### config.mk
export PLATFORM = sky130hd
export DESIGN_NAME = sorted_deadline_queue_unit
export DESIGN_NICKNAME = d
export VERILOG_FILES = /design/src/rtl/sdq_pkg.sv /design/src/rtl/sdq_cell.sv /design/src/rtl/sorted_deadline_queue_unit.sv
export SDC_FILE = /design/constraint.sdc
export NUM_CORES = 2
export LEC_CHECK = 0
export ABC_AREA = 1
export BUFFER_PORTS_ARGS = -buffer_cell sky130_fd_sc_hd__buf_2
export CAP_MARGIN = 10
export CORE_ASPECT_RATIO = 0.6
export CORE_UTILIZATION = 30
export CTS_BUF_LIST = sky130_fd_sc_hd__clkbuf_8
export DETAILED_ROUTE_END_ITERATION = 10
export PLACE_DENSITY = 0.56
export SKIP_LAST_GASP = 1
export SLEW_MARGIN = 30
export SYNTH_ARGS = -nofsm -noshare
export SYNTH_HDL_FRONTEND = slang
export SYNTH_SLANG_ARGS = --single-unit
### constraint.sdc
create_clock -name clk_i -period 12.3 [get_ports clk_i]
set_clock_uncertainty 0.2 [all_clocks]
set_input_delay 0.615 -clock clk_i [delete_from_list [all_inputs] [get_ports clk_i]]
set_output_delay 0.615 -clock clk_i [all_outputs]
set_load 0.01 [all_outputs]
### src/rtl/sdq_pkg.sv
// ----------------------------------------------------------------------------
// sdq_pkg
// Shared types and constants of the sorted deadline queue.
// ----------------------------------------------------------------------------
`timescale 1ns / 1ps
`default_nettype none

package sdq_pkg;

  localparam int unsigned QueueDepthDef = 16;
  localparam int unsigned MaxResults    = 16;

  localparam int unsigned TimeW  = 48;
  localparam int unsigned DelayW = 32;
  localparam int unsigned IdW    = 16;
  localparam int unsigned ScaleW = 10;
  localparam int unsigned ProdW  = DelayW + ScaleW;

  localparam logic [ScaleW-1:0] UsPerMs = ScaleW'(1000);

  typedef enum logic [1:0] {
    ST_REGISTERED = 2'd0,
    ST_FULL       = 2'd1,
    ST_EXPIRED    = 2'd2,
    ST_NONE       = 2'd3
  } status_e;

  typedef enum logic [1:0] {
    S_IDLE,
    S_MUL,
    S_INS,
    S_DRAIN
  } state_e;

  typedef struct packed {
    logic ins;
    logic pop;
  } cell_ctrl_t;

endpackage

`default_nettype wire

### src/rtl/sdq_cell.sv
// ----------------------------------------------------------------------------
// sdq_cell
// One slot of the sorted chain: holds a deadline and handle, compares
// against the broadcast key, and shifts right on insert or left on pop.
// ----------------------------------------------------------------------------
`timescale 1ns / 1ps
`default_nettype none

module sdq_cell (
  input  wire                       clk_i,
  input  wire                       valid_i,
  input  wire sdq_pkg::cell_ctrl_t  ctrl_i,
  input  wire [sdq_pkg::TimeW-1:0]  key_i,
  input  wire [sdq_pkg::IdW-1:0]    new_id_i,
  input  wire                       prev_open_i,
  input  wire [sdq_pkg::TimeW-1:0]  prev_deadline_i,
  input  wire [sdq_pkg::IdW-1:0]    prev_id_i,
  input  wire [sdq_pkg::TimeW-1:0]  next_deadline_i,
  input  wire [sdq_pkg::IdW-1:0]    next_id_i,
  output logic                      le_o,
  output logic [sdq_pkg::TimeW-1:0] deadline_o,
  output logic [sdq_pkg::IdW-1:0]   id_o
);
  import sdq_pkg::*;

  logic [TimeW-1:0] deadline_q, deadline_d;
  logic [IdW-1:0]   id_q, id_d;

  assign le_o       = valid_i && (deadline_q <= key_i);
  assign deadline_o = deadline_q;
  assign id_o       = id_q;

  always_comb begin
    deadline_d = deadline_q;
    id_d       = id_q;
    if (ctrl_i.ins && !le_o) begin
      if (prev_open_i) begin
        deadline_d = prev_deadline_i;
        id_d       = prev_id_i;
      end else begin
        deadline_d = key_i;
        id_d       = new_id_i;
      end
    end else if (ctrl_i.pop) begin
      deadline_d = next_deadline_i;
      id_d       = next_id_i;
    end
  end

  always_ff @(posedge clk_i) begin
    deadline_q <= deadline_d;
    id_q       <= id_d;
  end

endmodule

`default_nettype wire

### src/rtl/sorted_deadline_queue_unit.sv
// ----------------------------------------------------------------------------
// sorted_deadline_queue_unit
// Bounded alarm queue kept in ascending deadline order in a chain of cells.
// ----------------------------------------------------------------------------
// Register: scale the delay in S_MUL, then in S_INS, once the output is free,
//   insert into the chain and issue the result; next item accepted in S_IDLE.
// Check: one expired handle per cycle while the output is not stalled, as
//   the chain shifts left; next item taken once the last is issued.
// Reset clears the entry count and output valid; cell contents are not reset.
// ----------------------------------------------------------------------------
`timescale 1ns / 1ps
`default_nettype none

module sorted_deadline_queue_unit #(
  parameter int unsigned QUEUE_DEPTH = sdq_pkg::QueueDepthDef
) (
  input  wire                        clk_i,
  input  wire                        rst_ni,
  input  wire                        in_valid_i,
  output logic                       in_ready_o,
  input  wire                        cmd_i,
  input  wire [sdq_pkg::TimeW-1:0]   now_us_i,
  input  wire [sdq_pkg::DelayW-1:0]  delay_ms_i,
  input  wire [sdq_pkg::IdW-1:0]     alarm_id_i,
  output logic                       out_valid_o,
  input  wire                        out_ready_i,
  output logic [1:0]                 status_o,
  output logic [sdq_pkg::IdW-1:0]    expired_id_o,
  output logic                       last_o
);
  import sdq_pkg::*;

  localparam int unsigned CntW   = $clog2(QUEUE_DEPTH + 1);
  localparam int unsigned DrainW = $clog2(MaxResults + 1);

  state_e state_q, state_d;

  logic [TimeW-1:0]  now_q;
  logic [DelayW-1:0] delay_q;
  logic [IdW-1:0]    id_q;
  logic [ProdW-1:0]  prod_q;
  logic [CntW-1:0]   count_q, count_d;
  logic [DrainW-1:0] drain_q, drain_d;

  logic              out_valid_q;
  status_e           status_q, status_d;
  logic [IdW-1:0]    out_id_q, out_id_d;
  logic              last_q, last_d;

  logic              accept;
  logic              out_free;
  logic              emit;
  logic              full;
  logic [TimeW:0]    sum;
  logic [TimeW-1:0]  deadline;
  logic [TimeW-1:0]  key;
  cell_ctrl_t        ctrl;

  logic              le_w   [QUEUE_DEPTH];
  logic [TimeW-1:0]  dl_w   [QUEUE_DEPTH];
  logic [IdW-1:0]    hid_w  [QUEUE_DEPTH];

  assign accept   = in_valid_i && in_ready_o;
  assign out_free = !out_valid_q || out_ready_i;
  assign full     = (count_q == CntW'(QUEUE_DEPTH));
  assign sum      = {1'b0, now_q} + (TimeW + 1)'(prod_q);
  assign deadline = sum[TimeW] ? {TimeW{1'b1}} : sum[TimeW-1:0];
  assign key      = (state_q == S_DRAIN) ? now_q : deadline;

  // next state
  always_comb begin
    state_d = state_q;
    unique case (state_q)
      S_IDLE:  if (accept) state_d = cmd_i ? S_DRAIN : S_MUL;
      S_MUL:   state_d = S_INS;
      S_INS:   if (out_free) state_d = S_IDLE;
      S_DRAIN: if (out_free && last_d) state_d = S_IDLE;
      default: state_d = S_IDLE;
    endcase
  end

  // outputs and chain control
  always_comb begin
    in_ready_o = 1'b0;
    emit       = 1'b0;
    ctrl       = '0;
    status_d   = ST_NONE;
    out_id_d   = '0;
    last_d     = 1'b1;
    drain_d    = drain_q;
    count_d    = count_q;
    unique case (state_q)
      S_IDLE: begin
        in_ready_o = 1'b1;
        drain_d    = '0;
      end
      S_MUL: ;
      S_INS: begin
        status_d = full ? ST_FULL : ST_REGISTERED;
        if (out_free) begin
          emit     = 1'b1;
          ctrl.ins = !full;
          if (!full) count_d = count_q + CntW'(1);
        end
      end
      S_DRAIN: begin
        if (le_w[0]) begin
          status_d = ST_EXPIRED;
          out_id_d = hid_w[0];
          last_d   = !le_w[1] || (drain_q == DrainW'(MaxResults - 1));
        end
        if (out_free) begin
          emit = 1'b1;
          if (le_w[0]) begin
            ctrl.pop = 1'b1;
            count_d  = count_q - CntW'(1);
            drain_d  = drain_q + DrainW'(1);
          end
        end
      end
      default: ;
    endcase
  end

  always_ff @(posedge clk_i or negedge rst_ni) begin
    if (!rst_ni) begin
      state_q     <= S_IDLE;
      count_q     <= '0;
      drain_q     <= '0;
      out_valid_q <= 1'b0;
    end else begin
      state_q <= state_d;
      count_q <= count_d;
      drain_q <= drain_d;
      if (emit) begin
        out_valid_q <= 1'b1;
      end else if (out_ready_i) begin
        out_valid_q <= 1'b0;
      end
    end
  end

  always_ff @(posedge clk_i) begin
    if (accept) begin
      now_q   <= now_us_i;
      delay_q <= delay_ms_i;
      id_q    <= alarm_id_i;
    end
    if (state_q == S_MUL) begin
      prod_q <= ProdW'(delay_q) * ProdW'(UsPerMs);
    end
    if (emit) begin
      status_q <= status_d;
      out_id_q <= out_id_d;
      last_q   <= last_d;
    end
  end

  assign out_valid_o  = out_valid_q;
  assign status_o     = status_q;
  assign expired_id_o = out_id_q;
  assign last_o       = last_q;

  for (genvar i = 0; i < QUEUE_DEPTH; i++) begin : g_cell
    logic             prev_open;
    logic [TimeW-1:0] prev_dl;
    logic [IdW-1:0]   prev_id;
    logic [TimeW-1:0] next_dl;
    logic [IdW-1:0]   next_id;

    if (i == 0) begin : g_head
      assign prev_open = 1'b0;
      assign prev_dl   = key;
      assign prev_id   = id_q;
    end else begin : g_body
      assign prev_open = !le_w[i-1];
      assign prev_dl   = dl_w[i-1];
      assign prev_id   = hid_w[i-1];
    end

    if (i == QUEUE_DEPTH - 1) begin : g_tail
      assign next_dl = dl_w[i];
      assign next_id = hid_w[i];
    end else begin : g_inner
      assign next_dl = dl_w[i+1];
      assign next_id = hid_w[i+1];
    end

    sdq_cell u_cell (
      .clk_i           (clk_i),
      .valid_i         (CntW'(i) < count_q),
      .ctrl_i          (ctrl),
      .key_i           (key),
      .new_id_i        (id_q),
      .prev_open_i     (prev_open),
      .prev_deadline_i (prev_dl),
      .prev_id_i       (prev_id),
      .next_deadline_i (next_dl),
      .next_id_i       (next_id),
      .le_o            (le_w[i]),
      .deadline_o      (dl_w[i]),
      .id_o            (hid_w[i])
    );
  end

  a_count_bound: assert property (@(posedge clk_i) disable iff (!rst_ni)
    count_q <= CntW'(QUEUE_DEPTH))
    else $error("entry count exceeds capacity");

  a_pop_expired: assert property (@(posedge clk_i) disable iff (!rst_ni)
    ctrl.pop |-> (le_w[0] && count_q != '0))
    else $error("pop of an unexpired or empty head");

  a_ins_count: assert property (@(posedge clk_i) disable iff (!rst_ni)
    ctrl.ins |=> count_q == $past(count_q) + CntW'(1))
    else $error("insert did not advance count");

  a_sorted: assert property (@(posedge clk_i) disable iff (!rst_ni)
    (count_q >= CntW'(2)) |-> (dl_w[0] <= dl_w[1]))
    else $error("head entries out of order");

  a_one_op: assert property (@(posedge clk_i) disable iff (!rst_ni)
    !(ctrl.ins && ctrl.pop))
    else $error("insert and pop together");

endmodule

`default_nettype wire
**After elaboration in Yosys (flattened, before gate mapping)**

Cells that the tools add are included.

- Order comparisons: 32
- Add/subtract/negate cells: 4
- Reduce and logical (&&, ||, !) cells: 78
- Equal/unequal tests: 11
- Multiplexer cells: 120
- $mul: 1

Operators by type and width:

| operator | count |
|---|---|
| two-way mux 48 bit | 47 |
| less-or-equal comparator 48 bit | 16 |
| two-way mux 16 bit | 45 |
| adder 48 x 42 -> 49 bit | 1 |
| less-than comparator 4 x 5 -> 1 bit (first input constant) | 8 |
| multiplier 32 x 7 -> 39 bit (second input constant) | 1 |
| nonzero test 2 bit | 18 |
| logical AND 1 bit | 34 |
| two-way mux 5 bit | 6 |
| less-than comparator 3 x 5 -> 1 bit (first input constant) | 4 |
| one-hot mux 5 bit (2 select lines) | 2 |
| logical NOT 1 bit | 18 |
| two-way mux 1 bit | 14 |
| adder 5 x 1 -> 5 bit (second input constant) | 2 |
| less-than comparator 1 x 5 -> 1 bit (first input constant) | 2 |
| less-than comparator 2 x 5 -> 1 bit (first input constant) | 2 |
| two-way mux 2 bit | 4 |
| != test 2 bit (second input constant) | 4 |
| one-hot mux 2 bit (4 select lines) | 1 |
| AND reduction 3 bit | 2 |
| == test 5 x 4 -> 1 bit (second input constant) | 1 |
| == test 5 bit (second input constant) | 1 |
| AND reduction 5 bit | 1 |
| subtractor 5 x 1 -> 5 bit (second input constant) | 1 |
| 8 further kinds | 11 |

- Bits in registers: 1191
- Input bits: 101
- Logic and storage cells: 289
- Output and inout port bits: 21

**Longest topological paths before layout**

- Depth after elaboration: 12
- Gate-level depth with buffers: 36
- Mapped depth without buffers: 33

**Cells and area by module**

Synthesis repeated with hierarchy kept, for this count alone.

- Cells, all modules: 11895
- Area total of the unflattened synthesis: 93345.8 um2

Modules (own cells, without submodules):

| module | sequential area each (um2) | cells an instance | times used | area each (um2) |
|---|---|---|---|---|
| sdq_cell | 1921.8 | 622 | 16 | 4859.7 |
| sorted_deadline_queue_unit | 4949.7 | 1943 | 1 | 15591.2 |

**Least setup slack after synthesis**

Ideal clock, no wire load.

- Path type: reg2reg
- From: register now_q[3]
- To: register g_cell[15].u_cell.deadline_q[0] (enable)
- Buffers on the path: 1
- Arrival time: 7831 ps
- Slack: 3685 ps
- Setup time: 584 ps
- Clock period less this slack: 8615 ps
- Required time: 11516 ps
- Cell stages (with the launch flop): 25
- Cells stage by stage: edfxtp_1 -> ha_1 -> inv_1 -> fa_1 -> inv_1 -> nand3_1 -> nand3_1 -> nand2_1 -> nand2_1 -> nand2_1 -> nand2_1 -> nand2_1 -> nand3_1 -> a21oi_1 -> nor2_2 -> buf_6 -> ha_1 -> nand4_1 -> nor4_1 -> inv_1 -> nor3_1 -> nand2_1 -> nand3_1 -> nand2_1 -> a21boi_0

- Longest elaborated chain between the ends: 7

Ends and longest elaborated chain:

| element | RTL line | RTL |
|---|---|---|
| start, declared | sorted_deadline_queue_unit.sv:38 | `logic [TimeW-1:0] now_q;` |
| start signal, assigned | sorted_deadline_queue_unit.sv:145 | `now_q <= now_us_i;` |
| adder 48 x 42 -> 49 bit | sorted_deadline_queue_unit.sv:66 | `assign sum = {1'b0, now_q} + (TimeW + 1)'(prod_q);` |
| two-way mux 48 bit | sorted_deadline_queue_unit.sv:67 | `assign deadline = sum[TimeW] ? {TimeW{1'b1}} : sum[TimeW-1:0];` |
| two-way mux 48 bit (*) | sorted_deadline_queue_unit.sv:68 | `assign key = (state_q == S_DRAIN) ? now_q : deadline;` |
| less-or-equal comparator 48 bit (*) | sdq_cell.sv:29 | `assign le_o = valid_i && (deadline_q <= key_i);` |
| logical AND 1 bit (*) | sdq_cell.sv:29 |  |
| logical NOT 1 bit (*) | sdq_cell.sv:36 | `if (ctrl_i.ins && !le_o) begin` |
| logical AND 1 bit (*) | sdq_cell.sv:36 |  |
| end signal, assigned | sdq_cell.sv:51 | `deadline_q <= deadline_d;` |
| end, declared | sdq_cell.sv:26 | `logic [TimeW-1:0] deadline_q, deadline_d;` |

Mark *: on every way between the ends. The rest lies on a longest branch, timed or not.
A chain may end at the register's enable or synchronous reset.

**Worst setup path in the final report**

- From: register now_q[3]
- To: register g_cell[11].u_cell.deadline_q[28], data pin

- Longest elaborated chain between the ends: 8
- Elaborated cells on any way between the ends: 11
- Those cells by class: 1 x add/sub; 2 x order compare; 4 x mux; 4 x reduce/logical

Ends and longest elaborated chain:

| element | RTL line |
|---|---|
| adder 48 x 42 -> 49 bit | sorted_deadline_queue_unit.sv:66 |
| two-way mux 48 bit | sorted_deadline_queue_unit.sv:67 |
| two-way mux 48 bit (*) | sorted_deadline_queue_unit.sv:68 |
| less-or-equal comparator 48 bit | sdq_cell.sv:29 |
| logical AND 1 bit | sdq_cell.sv:29 |
| logical NOT 1 bit | sdq_cell.sv:36 |
| logical AND 1 bit | sdq_cell.sv:36 |
| two-way mux 48 bit (*) | sdq_cell.sv:36 |
| via g_cell[11].u_cell.deadline_d[28] | sdq_cell.sv:26 |
| end signal, assigned | sdq_cell.sv:51 |
| end, declared | sdq_cell.sv:26 |

Mark *: on every way through the listed nets, which the timed path passes. The rest lies on a longest branch.

==> results.cfg <==
[run_status]
outcome = finished clean

[detailed_routing]
detail-route-antenna-nets = 0
drt_pass1_iterations = 5
via_per_inst = 4.990
drc_errors = 0
post_drt_wl_per_cell_um = 19.17
initialDrtViolationCount = 8387
routed_vias = 76280
route.final.wire_length_um = 293000

[clock_tree]
clkLatencyLatePin_ns = 1.00
clk_pin_slew_ns = 0.07
cts_root_buf = clkbuf_8
tritoncts_clock_tree = done
htree_num_levels = 4
post_cts.resized_instances = 0
clk_path_buf_depth = 4
cts.sinks = 1191
cts_inserted_buffers = 193

[worst_setup_path]
end_kind = flop
timing.rr.end = g_cell[11].u_cell.deadline_o[28]$_DFFE_PP_
worst_r2r_path_depth = 31
worst_ep_arrival_time_ns = 11.04
critical_path_required_ns = 12.82
worstSetupPathDepth = 31
critical-path-top-delay-family = simple AND/OR/NAND/NOR gates
crit_path_top_delay_cell = clkinv_2
cp_num_buf_inv = 7
critical-path-top-cell-by-count = nand2_1
critPathLaunch = now_q[3]$_DFFE_PP_
rr_startpoint = now_q[3]$_DFFE_PP_
crit_path_start_kind = flop
timing.critical_path.fanout_max = 75
reg2reg_slack_ns = 1.78
critPathKind = reg -> reg
cp_slowest_stage_delay_ns = 0.75
critPathCapture = g_cell[11].u_cell.deadline_o[28]$_DFFE_PP_

[floorplanning]
start_util = 0.3021
core_area_um2 = 290000
std_cell_rows = 153
dieArea_um2 = 294300
die_height_um = 420.6
boundaryPins = 122
die_w_um = 699.7

[synth]
synth_mux_area_frac = 0.0007710
dominant_combinational_cell_family_by_area_after_synthesis = simple AND/OR/NAND/NOR gates
post_synth_and_or_nand_nor_area_fraction = 0.2780
synth_cell_types = 57
synth_area_leader_cell = edfxtp_1
main_area_contributors_after_synthesis = edfxtp_1 (40%), nand2_1 (21%), ha_1 (13%)
synth_xor_area_frac = 0.005497
synth_compound_gate_area_share = 0.08667
synth_area_per_cell_um2 = 7.844
synthAdderAreaFrac = 0.1553
synth_warnings = 0
synth_nets = 12290
ys_ff_latch = 1191
syn-instance-count = 11170
post-synth-top-area-fraction = 0.4037
syn_area_um2 = 87630
synth-seq-area-share = 0.4074

[sta]
setup_repair_after_global_routing_missed_its_margin = no
setup_tns_ns = 0
maxClockFrequency_ghz = 0.09509
slew_at_the_pin_closest_to_its_max_slew_limit_ns = 1.050
setup_viol = 0
slew_viol_final = 0
layout_min_cycle_time_ns = 10.52
final_cycle_share = 0.8550
hold_viol = 0
max-slew-margin-rel = 0.2973
holdWs_ns = 0.09026

[final_layout]
multi_input_comb_area_um2 = 46500
most_frequent_cells_in_the_layout = nand2_1 (4798), edfxtp_1 (1178), inv_1 (930)
nets = 12370
flow.area_growth_from_synthesis_pct = 10.30
regArea_um2 = 35700
final_common_cell = nand2_1
post_route_cells_drive_above_1_share = 0.05890
final.fill_count = 30920

[placed_design]
input_output_buffers = 121
detailedPlacementHpwl_um = 224000
place_congestion = 0.9413

[run]
max-cap-violations = 0

[worst_hold_path]
holdCritPathClass = in -> reg

[global_routing]
grt_remaining_overflow = 0
track_usage = 0.1948
grt_pass1_wl_um = 444700
antenna_found_initial = 18
largest_net_degree_at_the_start_of_global_routing = 81
first_global_vias = 69930
[registers in the layout, indices dropped and copies added (netlist names)]
signal                    flops
g_cell.u_cell.deadline_o    768
expired_id_o                 16
count_q                       5
out_valid_o                   1
g_cell.u_cell.id_o          256
drain_q                       5
now_q                        48
last_o                        1
prod_q                       39
state_q                       2
status_o                      2
delay_q                      32
g_cell.prev_id               16
[worst min-delay path by stage]
stage	slack, ns	start	end	depth (start not counted)
after floorplan	0.12	rst_ni	count_q[0]$_DFFE_PN0P_	0
after global placement	0.30	g_cell[15].u_cell.id_o[9]$_DFFE_PP_	g_cell[14].u_cell.id_o[9]$_DFFE_PP_	2
after detailed placement	0.30	g_cell[15].u_cell.id_o[7]$_DFFE_PP_	g_cell[14].u_cell.id_o[7]$_DFFE_PP_	2
after CTS	0.005	out_ready_i	status_o[1]$_DFFE_PP_	3
after global routing	0.05	alarm_id_i[6]	g_cell[0].prev_id[6]$_DFFE_PP_	2
final	0.09	out_ready_i	status_o[1]$_DFFE_PP_	3
[per-layer routing]
metal  wire length [um]  GRT usage
met1             156800     0.3263
met2             100600     0.2364
met3              31470    0.05534
met4               4078    0.02994
met5                 81          0
[logic make-up after synthesis]
family	after synthesis
and+or+nand+nor	6150
AOI/OAI and AO/OA	1378
buffers and inverters	1378
DFF	1191
adders and majority gates	1016
xor gates and xnor gates	55
muxes	3
[cell type report]
type | instances | area share
multi-input cells | 8602 | 0.4811
flip-flops and latches | 1191 | 0.3693
clock inverters | 139 | 0.007029
well taps | 3875 | 0.05016
repair buffers | 374 | 0.02916
diodes | 19 | 0.0004919
clock buffers | 196 | 0.02791
inverters | 891 | 0.03485
[stage by stage]
| step | std cells | area, um2 | utilization | setup slack (ns) |
|---|---|---|---|---|
| floorplan | 11170 | 87630 | - | 3.685 |
| global placement | 14830 | 92050 | 0.3174 | 2.487 |
| detailed placement | 14830 | 92120 | 0.3176 | 2.475 |
| CTS | 15270 | 96510 | 0.3328 | 2.423 |
| global route | 15270 | 96610 | 0.3331 | 1.382 |
| finish | 15290 | 96660 | 0.3333 | 1.783 |
[cell usage after synthesis (all sizes together)]
cell type,count
a21boi,6
o221ai,4
nand2,4855
nand3,585
and2,7
o22ai,4
a21oi,657
fa,119
nor2,563
and3,2
o31ai,2
xnor2,12
nand3b,5
ha,897
nand4,59
o21a,42
nand2b,1
inv,889
clkinv,2
nor3b,6
mux2i,3
nor4,15
or2,10
edfxtp,1178
o211ai,19
xor2,43
dfrtp,13
a21o,13
clkbuf,181
o21bai,53
buf,306
nor3,42
o21ai,567
a31oi,11
[what timing repair did]
action / in CTS / in global routing
buffers inserted: 0 / 0
endpoints found under the hold margin: 111 / 0
hold buffers: 101 / 0
[worst register-to-register path: cells and delay by family, from the launching register on]
kind / cells / cell delay, ns
simple gates: 20 / 5.89
buf+inv: 7 / 2.65
fa+ha+maj: 3 / 1.03
flops: 1 / 0.38
compound gates: 1 / 0.13
Power is not shown: default switching activity piles up to over one toggle a cycle in this logic, so the estimate is an artifact.
